$ cat src/rtl/core/dva_pkg.sv
// ============================================================================
// dva_pkg
// Shared types, constants and tables for the date check and day offset block.
// ============================================================================
`default_nettype none

package dva_pkg;

    // Field widths
    localparam int unsigned DAY_W    = 5;
    localparam int unsigned MONTH_W  = 4;
    localparam int unsigned YEAR_W   = 14;
    localparam int unsigned OFFSET_W = 17;
    localparam int unsigned STATUS_W = 3;

    // APB port
    localparam int unsigned APB_AW = 5;
    localparam int unsigned APB_DW = 32;

    // Day count from the shifted epoch (year 0 March 1 minus 400 years)
    localparam int unsigned DAYS_W  = 23;
    // Year with the January/February shift and the 400 year bias
    localparam int unsigned SYEAR_W = 15;
    localparam int unsigned DOY_W   = 9;
    localparam int unsigned DOE_W   = 18;
    localparam int unsigned ERA_W   = 6;
    localparam int unsigned YOE_W   = 9;

    localparam int unsigned YEAR_BIAS = 400;
    localparam int unsigned DAYS_ERA  = 146097;

    // Reset values of the configuration registers
    localparam logic [YEAR_W-1:0]  RST_MIN_YEAR    = 14'd1902;
    localparam logic [YEAR_W-1:0]  RST_MAX_YEAR    = 14'd2037;
    localparam logic [DAY_W-1:0]   RST_TODAY_DAY   = 5'd1;
    localparam logic [MONTH_W-1:0] RST_TODAY_MONTH = 4'd1;
    localparam logic [YEAR_W-1:0]  RST_TODAY_YEAR  = 14'd2024;

    // Exact reciprocal constants: floor(x / C) = (x * MUL) >> SHIFT for x < 2**N,
    // with SHIFT = N + ceil(log2(C)) and MUL = ceil(2**SHIFT / C).
    localparam int unsigned DIV100_SHIFT = 22;   // N = 15
    localparam logic [15:0] DIV100_MUL =
        16'(((64'd1 << DIV100_SHIFT) + 64'd99) / 64'd100);

    localparam int unsigned DIV25_SHIFT = 19;    // N = 14
    localparam logic [14:0] DIV25_MUL =
        15'(((64'd1 << DIV25_SHIFT) + 64'd24) / 64'd25);

    localparam int unsigned DIVERA_SHIFT = 41;   // N = 23
    localparam logic [23:0] DIVERA_MUL =
        24'(((64'd1 << DIVERA_SHIFT) + 64'd146096) / 64'd146097);

    localparam int unsigned DIV1460_SHIFT = 29;  // N = 18
    localparam logic [18:0] DIV1460_MUL =
        19'(((64'd1 << DIV1460_SHIFT) + 64'd1459) / 64'd1460);

    localparam int unsigned DIV365_SHIFT = 27;   // N = 18
    localparam logic [18:0] DIV365_MUL =
        19'(((64'd1 << DIV365_SHIFT) + 64'd364) / 64'd365);

    // Result status codes
    typedef enum logic [STATUS_W-1:0] {
        ST_OK        = 3'd0,
        ST_BAD_DAY   = 3'd1,
        ST_BAD_MONTH = 3'd2,
        ST_BAD_YEAR  = 3'd3,
        ST_NOT_LEAP  = 3'd4
    } status_t;

    // Register indexes (byte address / 4)
    typedef enum logic [2:0] {
        REG_MIN_YEAR    = 3'd0,
        REG_MAX_YEAR    = 3'd1,
        REG_TODAY_DAY   = 3'd2,
        REG_TODAY_MONTH = 3'd3,
        REG_TODAY_YEAR  = 3'd4
    } reg_idx_t;

    // Configuration as seen by the datapath
    typedef struct packed {
        logic [YEAR_W-1:0]  min_year;
        logic [YEAR_W-1:0]  max_year;
        logic [DAY_W-1:0]   today_day;
        logic [MONTH_W-1:0] today_month;
        logic [YEAR_W-1:0]  today_year;
    } cfg_t;

    // Word passed from the forward half to the inverse half
    typedef struct packed {
        status_t           status;
        logic [DAYS_W-1:0] days;
    } fwd_word_t;

    // Days in month 1..12, February allows 29
    function automatic logic [DAY_W-1:0] month_len(input logic [MONTH_W-1:0] m);
        logic [DAY_W-1:0] len;
        case (m)
            4'd2:                      len = 5'd29;
            4'd4, 4'd6, 4'd9, 4'd11:   len = 5'd30;
            default:                   len = 5'd31;
        endcase
        return len;
    endfunction

    // First day of month index (0 = March .. 11 = February) in a March-based year
    function automatic logic [DOY_W-1:0] month_start(input logic [3:0] mi);
        logic [DOY_W-1:0] st;
        case (mi)
            4'd0:    st = 9'd0;
            4'd1:    st = 9'd31;
            4'd2:    st = 9'd61;
            4'd3:    st = 9'd92;
            4'd4:    st = 9'd122;
            4'd5:    st = 9'd153;
            4'd6:    st = 9'd184;
            4'd7:    st = 9'd214;
            4'd8:    st = 9'd245;
            4'd9:    st = 9'd275;
            4'd10:   st = 9'd306;
            4'd11:   st = 9'd337;
            default: st = 9'd0;
        endcase
        return st;
    endfunction

endpackage

`default_nettype wire

$ cat src/rtl/core/dva_req_if.sv
// ============================================================================
// dva_req_if
// Input channel: one date word plus a signed day offset.
// ============================================================================
`default_nettype none

interface dva_req_if
    import dva_pkg::*;
();
    logic                       valid;
    logic                       ready;
    logic [DAY_W-1:0]           in_day;
    logic [MONTH_W-1:0]         in_month;
    logic [YEAR_W-1:0]          in_year;
    logic signed [OFFSET_W-1:0] day_offset;

    modport source (
        output valid, in_day, in_month, in_year, day_offset,
        input  ready
    );

    modport sink (
        input  valid, in_day, in_month, in_year, day_offset,
        output ready
    );
endinterface

`default_nettype wire

$ cat src/rtl/core/dva_rsp_if.sv
// ============================================================================
// dva_rsp_if
// Output channel: normalized date and status.
// ============================================================================
`default_nettype none

interface dva_rsp_if
    import dva_pkg::*;
();
    logic                valid;
    logic                ready;
    logic [DAY_W-1:0]    out_day;
    logic [MONTH_W-1:0]  out_month;
    logic [YEAR_W-1:0]   out_year;
    logic [STATUS_W-1:0] status;

    modport source (
        output valid, out_day, out_month, out_year, status,
        input  ready
    );

    modport sink (
        input  valid, out_day, out_month, out_year, status,
        output ready
    );
endinterface

`default_nettype wire

$ cat src/rtl/core/dva_regs.sv
// ============================================================================
// dva_regs
// APB configuration registers: year limits and today's date.
// ============================================================================
`default_nettype none

module dva_regs
    import dva_pkg::*;
(
    input  wire logic              clk,
    input  wire logic              rst_n,
    input  wire logic              psel,
    input  wire logic              penable,
    input  wire logic              pwrite,
    input  wire logic [APB_AW-1:0] paddr,
    input  wire logic [APB_DW-1:0] pwdata,
    output logic [APB_DW-1:0]      prdata,
    output logic                   pready,
    output cfg_t                   cfg
);

    cfg_t     cfg_reg;
    reg_idx_t idx;
    logic     wr_en;

    assign idx    = reg_idx_t'(paddr[APB_AW-1:2]);
    assign wr_en  = psel && penable && pwrite;
    assign pready = 1'b1;
    assign cfg    = cfg_reg;

    // Register write, indexes past the list are dropped
    always_ff @(posedge clk or negedge rst_n)
    begin
        if (!rst_n)
        begin
            cfg_reg.min_year    <= RST_MIN_YEAR;
            cfg_reg.max_year    <= RST_MAX_YEAR;
            cfg_reg.today_day   <= RST_TODAY_DAY;
            cfg_reg.today_month <= RST_TODAY_MONTH;
            cfg_reg.today_year  <= RST_TODAY_YEAR;
        end
        else if (wr_en)
        begin
            unique case (idx)
                REG_MIN_YEAR:    cfg_reg.min_year    <= pwdata[YEAR_W-1:0];
                REG_MAX_YEAR:    cfg_reg.max_year    <= pwdata[YEAR_W-1:0];
                REG_TODAY_DAY:   cfg_reg.today_day   <= pwdata[DAY_W-1:0];
                REG_TODAY_MONTH: cfg_reg.today_month <= pwdata[MONTH_W-1:0];
                REG_TODAY_YEAR:  cfg_reg.today_year  <= pwdata[YEAR_W-1:0];
                default:
                begin
                end
            endcase
        end
    end

    // Read mux
    always_comb
    begin
        unique case (idx)
            REG_MIN_YEAR:    prdata = APB_DW'(cfg_reg.min_year);
            REG_MAX_YEAR:    prdata = APB_DW'(cfg_reg.max_year);
            REG_TODAY_DAY:   prdata = APB_DW'(cfg_reg.today_day);
            REG_TODAY_MONTH: prdata = APB_DW'(cfg_reg.today_month);
            REG_TODAY_YEAR:  prdata = APB_DW'(cfg_reg.today_year);
            default:         prdata = '0;
        endcase
    end

endmodule

`default_nettype wire

$ cat src/rtl/core/dva_fwd.sv
// ============================================================================
// dva_fwd
// Front half: today substitution, date checks, date to day count.
// Three register stages.
// ============================================================================
`default_nettype none

module dva_fwd
    import dva_pkg::*;
(
    input  wire logic  clk,
    input  wire logic  rst_n,
    input  wire cfg_t  cfg,
    dva_req_if.sink    req,
    output logic       dn_valid,
    input  wire logic  dn_ready,
    output fwd_word_t  dn_word
);

    // Stage valids and ready chain
    logic v1_reg, v2_reg, v3_reg;
    logic rdy1, rdy2, rdy3;

    assign rdy3      = !v3_reg || dn_ready;
    assign rdy2      = !v2_reg || rdy3;
    assign rdy1      = !v1_reg || rdy2;
    assign req.ready = rdy1;
    assign dn_valid  = v3_reg;

    always_ff @(posedge clk or negedge rst_n)
    begin
        if (!rst_n)
        begin
            v1_reg <= 1'b0;
            v2_reg <= 1'b0;
            v3_reg <= 1'b0;
        end
        else
        begin
            if (rdy1)
                v1_reg <= req.valid;
            if (rdy2)
                v2_reg <= v1_reg;
            if (rdy3)
                v3_reg <= v2_reg;
        end
    end

    // ---------------- Stage 1: substitution and range checks ----------------
    logic [DAY_W-1:0]           d;
    logic [MONTH_W-1:0]         m;
    logic [YEAR_W-1:0]          y;
    logic [3:0]                 mi;
    status_t                    s1_status_next;
    logic [SYEAR_W-1:0]         s1_yp_next;
    logic [DOY_W-1:0]           s1_doy_next;
    logic                       s1_feb29_next;

    status_t                    s1_status_reg;
    logic [SYEAR_W-1:0]         s1_yp_reg;
    logic [DOY_W-1:0]           s1_doy_reg;
    logic [YEAR_W-1:0]          s1_y_reg;
    logic                       s1_feb29_reg;
    logic signed [OFFSET_W-1:0] s1_off_reg;

    always_comb
    begin
        d = (req.in_day   == '0) ? cfg.today_day   : req.in_day;
        m = (req.in_month == '0) ? cfg.today_month : req.in_month;
        y = (req.in_year  == '0) ? cfg.today_year  : req.in_year;

        // month, then day, then year; leap check follows later
        if (m < 4'd1 || m > 4'd12)
            s1_status_next = ST_BAD_MONTH;
        else if (d < 5'd1 || d > month_len(m))
            s1_status_next = ST_BAD_DAY;
        else if (y < cfg.min_year || y > cfg.max_year)
            s1_status_next = ST_BAD_YEAR;
        else
            s1_status_next = ST_OK;

        s1_feb29_next = (d == 5'd29) && (m == 4'd2);

        // March-based year: January and February belong to the year before
        mi          = (m > 4'd2) ? 4'(m - 4'd3) : 4'(m + 4'd9);
        s1_yp_next  = (m > 4'd2) ? SYEAR_W'(y) + SYEAR_W'(YEAR_BIAS)
                                 : SYEAR_W'(y) + SYEAR_W'(YEAR_BIAS - 1);
        s1_doy_next = month_start(mi) + DOY_W'(d) - DOY_W'(1);
    end

    always_ff @(posedge clk)
    begin
        if (rdy1)
        begin
            s1_status_reg <= s1_status_next;
            s1_yp_reg     <= s1_yp_next;
            s1_doy_reg    <= s1_doy_next;
            s1_y_reg      <= y;
            s1_feb29_reg  <= s1_feb29_next;
            s1_off_reg    <= req.day_offset;
        end
    end

    // ---------------- Stage 2: century and divisor-by-25 quotients ----------------
    logic [30:0]                prod100;
    logic [28:0]                prod25;
    logic [7:0]                 s2_q100_next;
    logic [9:0]                 s2_q25_next;

    status_t                    s2_status_reg;
    logic [SYEAR_W-1:0]         s2_yp_reg;
    logic [DOY_W-1:0]           s2_doy_reg;
    logic [YEAR_W-1:0]          s2_y_reg;
    logic                       s2_feb29_reg;
    logic signed [OFFSET_W-1:0] s2_off_reg;
    logic [7:0]                 s2_q100_reg;
    logic [9:0]                 s2_q25_reg;

    always_comb
    begin
        prod100      = 31'(s1_yp_reg) * 31'(DIV100_MUL);
        prod25       = 29'(s1_y_reg)  * 29'(DIV25_MUL);
        s2_q100_next = 8'(prod100 >> DIV100_SHIFT);
        s2_q25_next  = 10'(prod25 >> DIV25_SHIFT);
    end

    always_ff @(posedge clk)
    begin
        if (rdy2)
        begin
            s2_status_reg <= s1_status_reg;
            s2_yp_reg     <= s1_yp_reg;
            s2_doy_reg    <= s1_doy_reg;
            s2_y_reg      <= s1_y_reg;
            s2_feb29_reg  <= s1_feb29_reg;
            s2_off_reg    <= s1_off_reg;
            s2_q100_reg   <= s2_q100_next;
            s2_q25_reg    <= s2_q25_next;
        end
    end

    // ---------------- Stage 3: leap check and day count ----------------
    logic               is_leap;
    logic               div25;
    logic [23:0]        base;
    logic signed [24:0] sum;
    status_t            s3_status_next;

    status_t            s3_status_reg;
    logic [DAYS_W-1:0]  s3_days_reg;

    always_comb
    begin
        // divisible by 4 and by 25 means a century year: leap only if by 16 too
        div25   = (14'(s2_q25_reg) * 14'd25) == s2_y_reg;
        is_leap = (s2_y_reg[1:0] == 2'b00) && (!div25 || (s2_y_reg[3:0] == 4'b0000));

        if (s2_status_reg == ST_OK && s2_feb29_reg && !is_leap)
            s3_status_next = ST_NOT_LEAP;
        else
            s3_status_next = s2_status_reg;

        base = 24'(s2_yp_reg) * 24'd365 + 24'(s2_yp_reg >> 2)
             + 24'(s2_q100_reg >> 2) - 24'(s2_q100_reg) + 24'(s2_doy_reg);
        sum  = $signed({1'b0, base}) + 25'(s2_off_reg);
    end

    always_ff @(posedge clk)
    begin
        if (rdy3)
        begin
            s3_status_reg <= s3_status_next;
            s3_days_reg   <= sum[DAYS_W-1:0];
        end
    end

    assign dn_word.status = s3_status_reg;
    assign dn_word.days   = s3_days_reg;

endmodule

`default_nettype wire

$ cat src/rtl/core/dva_inv.sv
// ============================================================================
// dva_inv
// Back half: day count to date, result year check, output register.
// Six register stages, the last one drives the response channel.
// ============================================================================
`default_nettype none

module dva_inv
    import dva_pkg::*;
(
    input  wire logic      clk,
    input  wire logic      rst_n,
    input  wire cfg_t      cfg,
    input  wire logic      up_valid,
    output logic           up_ready,
    input  wire fwd_word_t up_word,
    dva_rsp_if.source      rsp
);

    localparam int unsigned NSTG = 6;

    // Stage valids and ready chain
    logic [NSTG-1:0] v_reg;
    logic [NSTG-1:0] rdy;

    always_comb
    begin
        rdy[NSTG-1] = !v_reg[NSTG-1] || rsp.ready;
        for (int k = NSTG - 2; k >= 0; k--)
            rdy[k] = !v_reg[k] || rdy[k+1];
    end

    assign up_ready  = rdy[0];
    assign rsp.valid = v_reg[NSTG-1];

    always_ff @(posedge clk or negedge rst_n)
    begin
        if (!rst_n)
            v_reg <= '0;
        else
        begin
            if (rdy[0])
                v_reg[0] <= up_valid;
            for (int k = 1; k < NSTG; k++)
                if (rdy[k])
                    v_reg[k] <= v_reg[k-1];
        end
    end

    // ---------------- Stage 1: 400 year era ----------------
    logic [46:0]       prod_era;
    status_t           s1_status_reg;
    logic [DAYS_W-1:0] s1_days_reg;
    logic [ERA_W-1:0]  s1_era_reg;

    assign prod_era = 47'(up_word.days) * 47'(DIVERA_MUL);

    always_ff @(posedge clk)
    begin
        if (rdy[0])
        begin
            s1_status_reg <= up_word.status;
            s1_days_reg   <= up_word.days;
            s1_era_reg    <= ERA_W'(prod_era >> DIVERA_SHIFT);
        end
    end

    // ---------------- Stage 2: day of era ----------------
    logic [DAYS_W-1:0] era_days;
    status_t           s2_status_reg;
    logic [DOE_W-1:0]  s2_doe_reg;
    logic [ERA_W-1:0]  s2_era_reg;

    assign era_days = DAYS_W'(s1_era_reg) * DAYS_W'(DAYS_ERA);

    always_ff @(posedge clk)
    begin
        if (rdy[1])
        begin
            s2_status_reg <= s1_status_reg;
            s2_doe_reg    <= DOE_W'(s1_days_reg - era_days);
            s2_era_reg    <= s1_era_reg;
        end
    end

    // ---------------- Stage 3: leap day correction within the era ----------------
    logic [36:0]      prod1460;
    logic [6:0]       q1460;
    logic [2:0]       q36524;
    logic             q146096;
    status_t          s3_status_reg;
    logic [DOE_W-1:0] s3_adj_reg;
    logic [DOE_W-1:0] s3_doe_reg;
    logic [ERA_W-1:0] s3_era_reg;

    always_comb
    begin
        prod1460 = 37'(s2_doe_reg) * 37'(DIV1460_MUL);
        q1460    = 7'(prod1460 >> DIV1460_SHIFT);
        // quotient by 36524 is at most 4: plain compares
        q36524   = 3'(s2_doe_reg >= 18'd36524) + 3'(s2_doe_reg >= 18'd73048)
                 + 3'(s2_doe_reg >= 18'd109572) + 3'(s2_doe_reg >= 18'd146096);
        q146096  = (s2_doe_reg >= 18'd146096);
    end

    always_ff @(posedge clk)
    begin
        if (rdy[2])
        begin
            s3_status_reg <= s2_status_reg;
            s3_adj_reg    <= s2_doe_reg - DOE_W'(q1460) + DOE_W'(q36524)
                           - DOE_W'(q146096);
            s3_doe_reg    <= s2_doe_reg;
            s3_era_reg    <= s2_era_reg;
        end
    end

    // ---------------- Stage 4: year of era ----------------
    logic [36:0]      prod365;
    status_t          s4_status_reg;
    logic [YOE_W-1:0] s4_yoe_reg;
    logic [DOE_W-1:0] s4_doe_reg;
    logic [ERA_W-1:0] s4_era_reg;

    assign prod365 = 37'(s3_adj_reg) * 37'(DIV365_MUL);

    always_ff @(posedge clk)
    begin
        if (rdy[3])
        begin
            s4_status_reg <= s3_status_reg;
            s4_yoe_reg    <= YOE_W'(prod365 >> DIV365_SHIFT);
            s4_doe_reg    <= s3_doe_reg;
            s4_era_reg    <= s3_era_reg;
        end
    end

    // ---------------- Stage 5: day of year and full shifted year ----------------
    logic [1:0]         c100;
    logic [DOE_W-1:0]   year_days;
    status_t            s5_status_reg;
    logic [DOY_W-1:0]   s5_doy_reg;
    logic [SYEAR_W-1:0] s5_yp_reg;

    always_comb
    begin
        c100 = 2'(s4_yoe_reg >= 9'd100) + 2'(s4_yoe_reg >= 9'd200)
             + 2'(s4_yoe_reg >= 9'd300);
        year_days = DOE_W'(s4_yoe_reg) * DOE_W'(365) + DOE_W'(s4_yoe_reg >> 2)
                  - DOE_W'(c100);
    end

    always_ff @(posedge clk)
    begin
        if (rdy[4])
        begin
            s5_status_reg <= s4_status_reg;
            s5_doy_reg    <= DOY_W'(s4_doe_reg - year_days);
            s5_yp_reg     <= SYEAR_W'(s4_era_reg) * SYEAR_W'(YEAR_BIAS)
                           + SYEAR_W'(s4_yoe_reg);
        end
    end

    // ---------------- Stage 6: month, day, year limits, output ----------------
    logic [3:0]          mp;
    logic [DAY_W-1:0]    rd;
    logic [MONTH_W-1:0]  rm;
    logic signed [15:0]  ry;
    logic                year_bad;
    status_t             st_next;

    logic [DAY_W-1:0]    out_day_reg;
    logic [MONTH_W-1:0]  out_month_reg;
    logic [YEAR_W-1:0]   out_year_reg;
    status_t             status_reg;

    always_comb
    begin
        // month index: count of month starts at or below the day of year
        mp = '0;
        for (int k = 1; k < 12; k++)
            mp = mp + 4'(s5_doy_reg >= month_start(4'(k)));

        rd = DAY_W'(s5_doy_reg - month_start(mp) + DOY_W'(1));
        rm = (mp < 4'd10) ? 4'(mp + 4'd3) : 4'(mp - 4'd9);
        ry = $signed({1'b0, s5_yp_reg}) + 16'(rm <= 4'd2) - 16'sd400;

        year_bad = (ry < $signed({2'b00, cfg.min_year}))
                || (ry > $signed({2'b00, cfg.max_year}));

        if (s5_status_reg != ST_OK)
            st_next = s5_status_reg;
        else if (year_bad)
            st_next = ST_BAD_YEAR;
        else
            st_next = ST_OK;
    end

    always_ff @(posedge clk)
    begin
        if (rdy[5])
        begin
            status_reg <= st_next;
            if (st_next == ST_OK)
            begin
                out_day_reg   <= rd;
                out_month_reg <= rm;
                out_year_reg  <= ry[YEAR_W-1:0];
            end
            else
            begin
                out_day_reg   <= '0;
                out_month_reg <= '0;
                out_year_reg  <= '0;
            end
        end
    end

    assign rsp.out_day   = out_day_reg;
    assign rsp.out_month = out_month_reg;
    assign rsp.out_year  = out_year_reg;
    assign rsp.status    = status_reg;

endmodule

`default_nettype wire

$ cat src/rtl/core/date_validate_add_days.sv
// ============================================================================
// date_validate_add_days
// Gregorian date check with signed day offset, fully pipelined.
// ============================================================================
//
//  Channel  | Kind        | Word / access
//  ---------+-------------+------------------------------------------------
//  req      | valid/ready | in_day, in_month, in_year, day_offset
//  rsp      | valid/ready | out_day, out_month, out_year, status
//  apb      | APB slave   | 5 regs at byte address 4*i, 32 bit data
//
//  One word is accepted per cycle while the output is not stalled; from accept to
//  result valid there are 3 stages of check and day count and 6 stages of day count to date.
//  The widest step is the 23 x 24 bit era quotient multiply.
//  Reset clears all stage valid bits and loads the register reset values.
//  Each stage holds while its successor is full and stalled, so bubbles close
//  up and a stalled output still lets earlier stages fill.
//
`default_nettype none

module date_validate_add_days
    import dva_pkg::*;
(
    input  wire logic              clk,
    input  wire logic              rst_n,
    dva_req_if.sink                req,
    dva_rsp_if.source              rsp,
    input  wire logic              psel,
    input  wire logic              penable,
    input  wire logic              pwrite,
    input  wire logic [APB_AW-1:0] paddr,
    input  wire logic [APB_DW-1:0] pwdata,
    output logic [APB_DW-1:0]      prdata,
    output logic                   pready
);

    cfg_t      cfg;
    logic      mid_valid;
    logic      mid_ready;
    fwd_word_t mid_word;

    // Configuration registers
    dva_regs u_regs (
        .clk     (clk),
        .rst_n   (rst_n),
        .psel    (psel),
        .penable (penable),
        .pwrite  (pwrite),
        .paddr   (paddr),
        .pwdata  (pwdata),
        .prdata  (prdata),
        .pready  (pready),
        .cfg     (cfg)
    );

    // Checks and date to day count
    dva_fwd u_fwd (
        .clk      (clk),
        .rst_n    (rst_n),
        .cfg      (cfg),
        .req      (req),
        .dn_valid (mid_valid),
        .dn_ready (mid_ready),
        .dn_word  (mid_word)
    );

    // Day count to date and output register
    dva_inv u_inv (
        .clk      (clk),
        .rst_n    (rst_n),
        .cfg      (cfg),
        .up_valid (mid_valid),
        .up_ready (mid_ready),
        .up_word  (mid_word),
        .rsp      (rsp)
    );

endmodule

`default_nettype wire

$ cat src/flat_wrapper.sv
// flat-port wrapper written by rule: the top's interface ports become plain ports
module date_validate_add_days_flat import dva_pkg::*;
  (clk, rst_n, psel, penable, pwrite, paddr, pwdata, prdata, pready, req_valid, req_in_day, req_in_month, req_in_year, req_day_offset, req_ready, rsp_valid, rsp_out_day, rsp_out_month, rsp_out_year, rsp_status, rsp_ready);
  dva_req_if req_i ();
  dva_rsp_if rsp_i ();
  input  wire logic clk;
  input  wire logic rst_n;
  input  wire logic psel;
  input  wire logic penable;
  input  wire logic pwrite;
  input  wire logic [APB_AW-1:0] paddr;
  input  wire logic [APB_DW-1:0] pwdata;
  output logic [APB_DW-1:0] prdata;
  output logic pready;
  input wire logic [$bits(req_i.valid)-1:0] req_valid;
  input wire logic [$bits(req_i.in_day)-1:0] req_in_day;
  input wire logic [$bits(req_i.in_month)-1:0] req_in_month;
  input wire logic [$bits(req_i.in_year)-1:0] req_in_year;
  input wire logic [$bits(req_i.day_offset)-1:0] req_day_offset;
  output wire logic [$bits(req_i.ready)-1:0] req_ready;
  output wire logic [$bits(rsp_i.valid)-1:0] rsp_valid;
  output wire logic [$bits(rsp_i.out_day)-1:0] rsp_out_day;
  output wire logic [$bits(rsp_i.out_month)-1:0] rsp_out_month;
  output wire logic [$bits(rsp_i.out_year)-1:0] rsp_out_year;
  output wire logic [$bits(rsp_i.status)-1:0] rsp_status;
  input wire logic [$bits(rsp_i.ready)-1:0] rsp_ready;
  assign req_i.valid = req_valid;
  assign req_i.in_day = req_in_day;
  assign req_i.in_month = req_in_month;
  assign req_i.in_year = req_in_year;
  assign req_i.day_offset = req_day_offset;
  assign req_ready = req_i.ready;
  assign rsp_valid = rsp_i.valid;
  assign rsp_out_day = rsp_i.out_day;
  assign rsp_out_month = rsp_i.out_month;
  assign rsp_out_year = rsp_i.out_year;
  assign rsp_status = rsp_i.status;
  assign rsp_i.ready = rsp_ready;
  date_validate_add_days u_core (.clk(clk), .rst_n(rst_n), .req(req_i), .rsp(rsp_i), .psel(psel), .penable(penable), .pwrite(pwrite), .paddr(paddr), .pwdata(pwdata), .prdata(prdata), .pready(pready));
endmodule
$ cat config.mk
export PLATFORM = sky130hd
export DESIGN_NAME = date_validate_add_days_flat
export DESIGN_NICKNAME = d
export VERILOG_FILES = /design/src/rtl/core/dva_pkg.sv /design/src/rtl/core/dva_req_if.sv /design/src/rtl/core/dva_rsp_if.sv /design/src/rtl/core/dva_regs.sv /design/src/rtl/core/dva_fwd.sv /design/src/rtl/core/dva_inv.sv /design/src/rtl/core/date_validate_add_days.sv /design/src/flat_wrapper.sv
export SDC_FILE = /design/constraint.sdc
export NUM_CORES = 2
export LEC_CHECK = 0
export BUFFER_PORTS_ARGS = -buffer_cell sky130_fd_sc_hd__buf_2
export CORE_ASPECT_RATIO = 0.6
export CORE_MARGIN = 4
export CORE_UTILIZATION = 40
export DETAILED_ROUTE_END_ITERATION = 10
export GPL_TIMING_DRIVEN = 1
export HOLD_SLACK_MARGIN = 0.15
export PLACE_DENSITY_LB_ADDON = 0.05
export RECOVER_POWER = 100
export SYNTH_ARGS = -nofsm -noshare
export SYNTH_HDL_FRONTEND = slang
export SYNTH_HIERARCHICAL = 1
export SYNTH_SLANG_ARGS = --single-unit
$ cat constraint.sdc
create_clock -name clk -period 7.65 [get_ports clk]
set_clock_uncertainty 0.05 [all_clocks]
set_input_delay 0 -clock clk [delete_from_list [all_inputs] [get_ports clk]]
set_output_delay 0 -clock clk [all_outputs]
set_load 0.01 [all_outputs]
* Word level (Yosys, flattened, before mapping)
Memory sizes are Yosys's and may differ from the RTL's. Cells that the tools add are included.
Word-level totals: register bits 392, ROM bits 288, input bits 84, output and inout bits 61, memories 2
Cells by class: $add $sub $neg 40, $mul 10, magnitude comparators 29, eq/ne operators 11, mux-type cells 13, reduce and logical (&&, ||, !) cells 47
Memory list:
- (no name shown) | depth 16, width 9, rd ports 1, clocked after Yosys merged registers in 0, wr ports 0, RTL line dva_pkg.sv:108 | case (mi)
- (no name shown) | depth 16, width 9, rd ports 1, clocked after Yosys merged registers in 0, wr ports 0, RTL line dva_pkg.sv:108
Operators with widths (number):
- $pmux W14 S5 | 1
- $mul A18 B16 Y33 const B | 2
- $mul A23 B24 Y47 const B | 1
- $ge A9 B8 Y1 const B | 5
- $ge A18 B17 Y1 const B | 2
- $ge A9 B9 Y1 const B | 4
- $add A14 B9 Y15 const B | 2
- $add A4 B1 Y4 | 7
- $ge A9 B7 Y1 const B | 3
- $mul A14 B13 Y27 const B | 1
- $mul A15 B13 Y27 const B | 1
- $add A23 B13 Y23 | 1
- $add A23 B17 Y23 | 1
- $add A23 B6 Y23 | 1
- $add A23 B9 Y23 | 1
- $mul A15 B9 Y23 const B | 1
- $sub A23 B8 Y23 | 1
- $add A18 B3 Y18 | 1
- $ge A18 B16 Y1 const B | 1
- $ge A18 B18 Y1 const B | 1
- $mul A6 B18 Y18 const B | 1
- $sub A18 B1 Y18 | 1
- $sub A18 B18 Y18 | 1
- $sub A18 B7 Y18 | 1
- 62 further kinds | 108

* Logic depth before layout (Yosys ltp)
depth after elaboration 21, depth in mapped cells 37, gate-level depth less buffers 34

* Hierarchy
The synthesis kept the hierarchy.
Modules (own cells, without submodules):
- dva_inv | instances 1, cells each 2956, area an instance 32119.6 µm², sequential area each 5255.0 µm²
- dva_fwd | instances 1, cells each 1796, area an instance 19726.4 µm², sequential area each 4879.7 µm²
- dva_regs | instances 1, cells each 205, area an instance 2617.5 µm², sequential area each 1308.8 µm²

* Worst setup path after synthesis
No wires, ideal clock.
path kind register to register, start point register u_core.u_inv.s5_doy_reg[2], end point register u_core.u_inv.out_day_reg[3], in the netlist u_core/u_inv/rsp.out_day[3] (data pin), data arrival time 7.823 ns, required time 7.319 ns, path slack -0.503 ns, stages on the path, launching flop included 34, period minus slack after synthesis 8.153 ns, path through edfxtp_1 or3_1 o21a_1 o21a_1 o21ai_0 fa_1 fa_1 inv_1 fa_1 ha_1 inv_1 fa_1 xor2_1 inv_1 ha_1 a21oi_1 xor2_1 nor3_1 ha_1 ha_1 nand3_1 nand2_1 nand3_1 inv_1 or4_1 xnor2_1 ha_1 nand4_1 nor2_1 o21ai_0 a21o_1 a22oi_1 clkbuf_1 nor4_2
On the way: longest elaborated chain between the ends 21, elaborated cells on any way between the ends 37, those cells by class add/sub: 16; order compare: 15; mux: 3; reduce/logical: 2; memory: 1
RTL lines:
- from (decl) | RTL line dva_inv.sv:142 | logic [DOY_W-1:0] s5_doy_reg;
- from (signal assigned) | RTL line dva_inv.sv:158 | s5_doy_reg <= DOY_W'(s4_doe_reg - year_days);
- $ge A9 B5 Y1 or $ge A9 B6 Y1 (tied branches) | RTL line dva_inv.sv:182 | mp = mp + 4'(s5_doy_reg >= month_start(4'(k)));
- $add A1 B1 Y2 | RTL line dva_inv.sv:182
- $add A2 B1 Y3 | RTL line dva_inv.sv:182
- $add A3 B1 Y4 | RTL line dva_inv.sv:182
- $add A4 B1 Y4 (6 in a row) | RTL line dva_inv.sv:182
- $add A4 B1 Y4 (*) | RTL line dva_inv.sv:182
- $sub A4 B4 Y4 (tied with other cells) | RTL line dva_inv.sv:185 | rm = (mp < 4'd10) ? 4'(mp + 4'd3) : 4'(mp - 4'd9);
- $mux W4 (*) | RTL line dva_inv.sv:185
- $le A4 B2 Y1 (*) | RTL line dva_inv.sv:186 | ry = $signed({1'b0, s5_yp_reg}) + 16'(rm <= 4'd2) - 16'sd400;
- $add A15 B1 Y16 (*) | RTL line dva_inv.sv:186
- $sub A16 B9 Y16 (*) | RTL line dva_inv.sv:186
- via u_core.u_inv.ry[12] | RTL line dva_inv.sv:168 | logic signed [15:0] ry;
- $lt A16 B15 Y1 or $gt A16 B15 Y1 (tied branches) | RTL line dva_inv.sv:188, dva_inv.sv:189
- $logic_or A1 B1 Y1 (*) | RTL line dva_inv.sv:189 | || (ry > $signed({2'b00, cfg.max_year}));
- $mux W2 (*) | RTL line dva_inv.sv:193 | else if (year_bad)
- $mux W3 (*) | RTL line dva_inv.sv:191 | if (s5_status_reg != ST_OK)
- $logic_not A3 Y1 (*) | RTL line dva_inv.sv:204 | if (st_next == ST_OK)
- to (signal assigned) | RTL line dva_inv.sv:206 | out_day_reg <= rd;
- to (decl) | RTL line dva_inv.sv:172 | logic [DAY_W-1:0] out_day_reg;
The timed path passes the listed nets; every way through them passes the cells marked *. A chain may end at the register's enable or synchronous reset.

* Worst setup path after layout
start point register u_core.u_inv.s2_doe_reg[6], end point register u_core.u_inv.s3_adj_reg[16] (data pin)
On the way: longest elaborated chain between the ends 6, elaborated cells on any way between the ends 11, those cells by class add/sub: 6; mul: 1; order compare: 4
RTL lines:
- from (decl) | RTL line dva_inv.sv:71 | logic [DOE_W-1:0] s2_doe_reg;
- from (signal assigned) | RTL line dva_inv.sv:81 | s2_doe_reg <= DOE_W'(s1_days_reg - era_days);
- branches (longest 5 deep; another with $mul A18 B16 Y33)
- $sub A18 B1 Y18 (*) | RTL line dva_inv.sv:112 | - DOE_W'(q146096);
- to (signal assigned) | RTL line dva_inv.sv:111 | s3_adj_reg <= s2_doe_reg - DOE_W'(q1460) + DOE_W'(q36524)
- to (decl) | RTL line dva_inv.sv:92 | logic [DOE_W-1:0] s3_adj_reg;
Mark *: on every way between the ends.

==> reports/results.txt <==
Status = finished, violations left
Failing checks = capacitance limit, slew limit, setup timing
Row cnt = 104
CTS Buf Count = 45
WP data arrival = 8350 ps
Crit Path Max Fanout = 4
Clock Tree Buf Depth = 3
Die height = 294 um
DRC = 0
Routed vias/inst = 4.83
Post-route insts no fill = 7254
Final WL = 145 mm
Final hold vios = 0
Worst-Skew Late Latency = 640 ps
Die area = 142000 um2
Worst hold stages = 3
Fillers = 12800
Final ANT Viol Nets = 0
DP Worst Slack = -588 ps
Most frequent CP cell = fa_1
Clock transition at path regs = 70 ps
Mapped Avg Cell Area = 11.0 um2
Starting density of the core = 40.4%
RSZ-0062 raised after global routing = true
Vias in the first global route = 36600
Vias = 35000
Area growth from synthesis to layout = 14.0%
DP HPWL = 123 mm
Port Buffers = 105
Max incr delay on CP = 620 ps
Final nets = 7361
GPL Wtd Cong = 0.872
EDFF count, synth = 330
Max Fclk = 0.124 GHz
Initial DRC count = 1874
Yosys warning total = 6
Unique masters post-synth = 101
Core ar. = 135000 um2
Worst reg2reg path depth = 30
Final setup margin = -383 ps
Placed cell areas = 58400 um2
Tightest Hold Check Type = input pin to register
Largest net degree at the start of global routing = 55
Yosys top cell area share = 27.0%
Sequential fraction of the synthesis area = 21.0%
Clock Root Buffer = clkbuf_16
First-pass GRT wire length = 228 mm
Clk sink count = 390
Synth async-reset ratio = 15.4%
Post-synthesis cell area = 54500 um2
Synth area leaders = fa_1 (27%), ha_1 (26%), edfxtp_1 (18%)
Antenna violations before repair = 5
All-Layer GR Usage = 21.0%
Primary FF master, synth = edfxtp_1
Yosys reg bits = 390
Yosys top cell by area = fa_1
Max-slew violation count = 348
Average wire per standard cell = 20.1 um
Worst-margin pin slew = 2470 ps
Max Cap Viol = 11
Final instance area = 62100 um2
Slowest cell on crit path = fa_1
Final Cycle Share = 105%
Max reg flops = 51
CTS tree = yes
Minimum clock period after layout = 8030 ps
CP required = 7970 ps
Final core occ = 46.1%
# IOs = 145
Worst setup EP type = register
H-tree Lvls = 2
First-pass DRT Iterations = 5
WS Path Type = register to register
GRT overflow = 0
Startpoint types = register
Slew HR = -65.0%
Final setup violation count = 10
Die width = 484 um
Share of layout cells above drive strength 1 = 10.6%
Inst Count DP = 7004
Syn Inst Count = 4957
## cell families after synthesis
logic type                 Yosys count  synth area share, %
AOI/OAI and AO/OA                  537                 6.43
and+or+nand+nor                    509                 5.06
muxes                               71                 1.44
buffers and inverters             1381                 9.81
DFF                                390                 21.0
other                                2               0.0138
xor gates and xnor gates           202                 3.26
adders and majority gates         1865                 53.0
## per-layer routing
layer | wire [um] | GRT usage [%]
met5 | 23 | 0
met4 | 1610 | 2.43
met3 | 9770 | 4.90
met2 | 52400 | 26.8
met1 | 81700 | 35.5
## layout by cell type, fill, tap and decap left out, types with 23 or more instances in the layout
cell,n
edfxtp_1,330
inv_1,1319
clkbuf_16,47
xor2_1,56
dfrtp_1,34
a21o_1,84
nand2_1,116
buf_4,187
mux2_2,50
buf_2,58
a21oi_1,161
nand3_1,50
dfstp_2,23
clkbuf_1,78
dlygate4sd3_1,104
nor2_1,90
nor3_1,33
o21ai_0,79
nand4_1,38
nand2b_1,24
fa_1,726
ha_1,1108
xnor2_1,134
## synth_stat cells (all sizes together) (9+ instances only)
cell,instances
inv,1326
ha,1130
fa,735
edfxtp,330
a21oi,176
xnor2,141
nand2,117
nor2,99
o21ai,94
a21o,85
xor2,61
mux2,54
nand3,54
nor3,51
nand4,38
buf,35
dfrtp,34
dfstp,26
nand2b,25
nor2b,24
o21a,22
a211oi,21
clkbuf,20
o21bai,19
mux2i,17
or2,15
a31oi,14
nor4,14
o31ai,13
and2,12
o211ai,12
and3,11
nor3b,11
or3,9
## metrics by stage
step,TNS (ps),hold slack [ps]
after floorplan,-282,-346
after global placement,-4820,123
after detailed placement,-5970,129
after CTS,-2750,160
after global routing,-11780,174
final,-2960,188
## what timing repair did
item                       4_1_cts  5_1_grt
buffers inserted                30       25
hold endpoints to repair       171        0
gates resized for setup         52       82
pin swaps                       37       50
cloned                           5        1
hold buffers                   105        0
setup endpoints to repair       32       39
## cell type report
| type | count | area, um2 | share of cell area, % |
|---|---|---|---|
| multi-input cells | 3203 | 38400 | 61.9 |
| flip-flops and latches | 390 | 11400 | 18.4 |
| inverters | 1326 | 4980 | 8.02 |
| repair buffers | 446 | 3390 | 5.47 |
| well taps | 1802 | 2250 | 3.63 |
| clock buffers | 54 | 1190 | 1.92 |
| clock inverters | 30 | 367 | 0.591 |
| diodes | 3 | 7.51 | 0.0121 |
## final timing paths
check / slack (ps) / to / startpoint
worst max-delay path: -380 / u_core/u_inv/s3_adj_reg[16] / u_core/u_inv/s2_doe_reg[6]
worst min-delay path: 190 / u_core/u_regs/cfg[28] / pwdata[5]
worst max register to register: -380 / u_core/u_inv/s3_adj_reg[16] / u_core/u_inv/s2_doe_reg[6]
worst min register to register: 350 / u_core/u_inv/s4_era_reg[1] / u_core/u_inv/s3_era_reg[1]
max in group asynchronous: 3450 / u_core/u_fwd/v1_reg / rst_n
min in group asynchronous: 1670 / u_core/u_regs/cfg[29] / rst_n
## worst max-delay path, delay by kind of cell (launching register included)
kind,cells,cell delay (ps)
XOR/XNOR,2,240
AO/OA/AOI/OAI,12,1980
adder cells (fa/ha/maj),11,4560
flip-flops,1,530
AND/OR/NAND/NOR,1,70
buffers and inverters,4,310
Power is left out: the tool's default activity adds up to more than one toggle a clock period on the data nets, which glitch-free logic cannot reach.
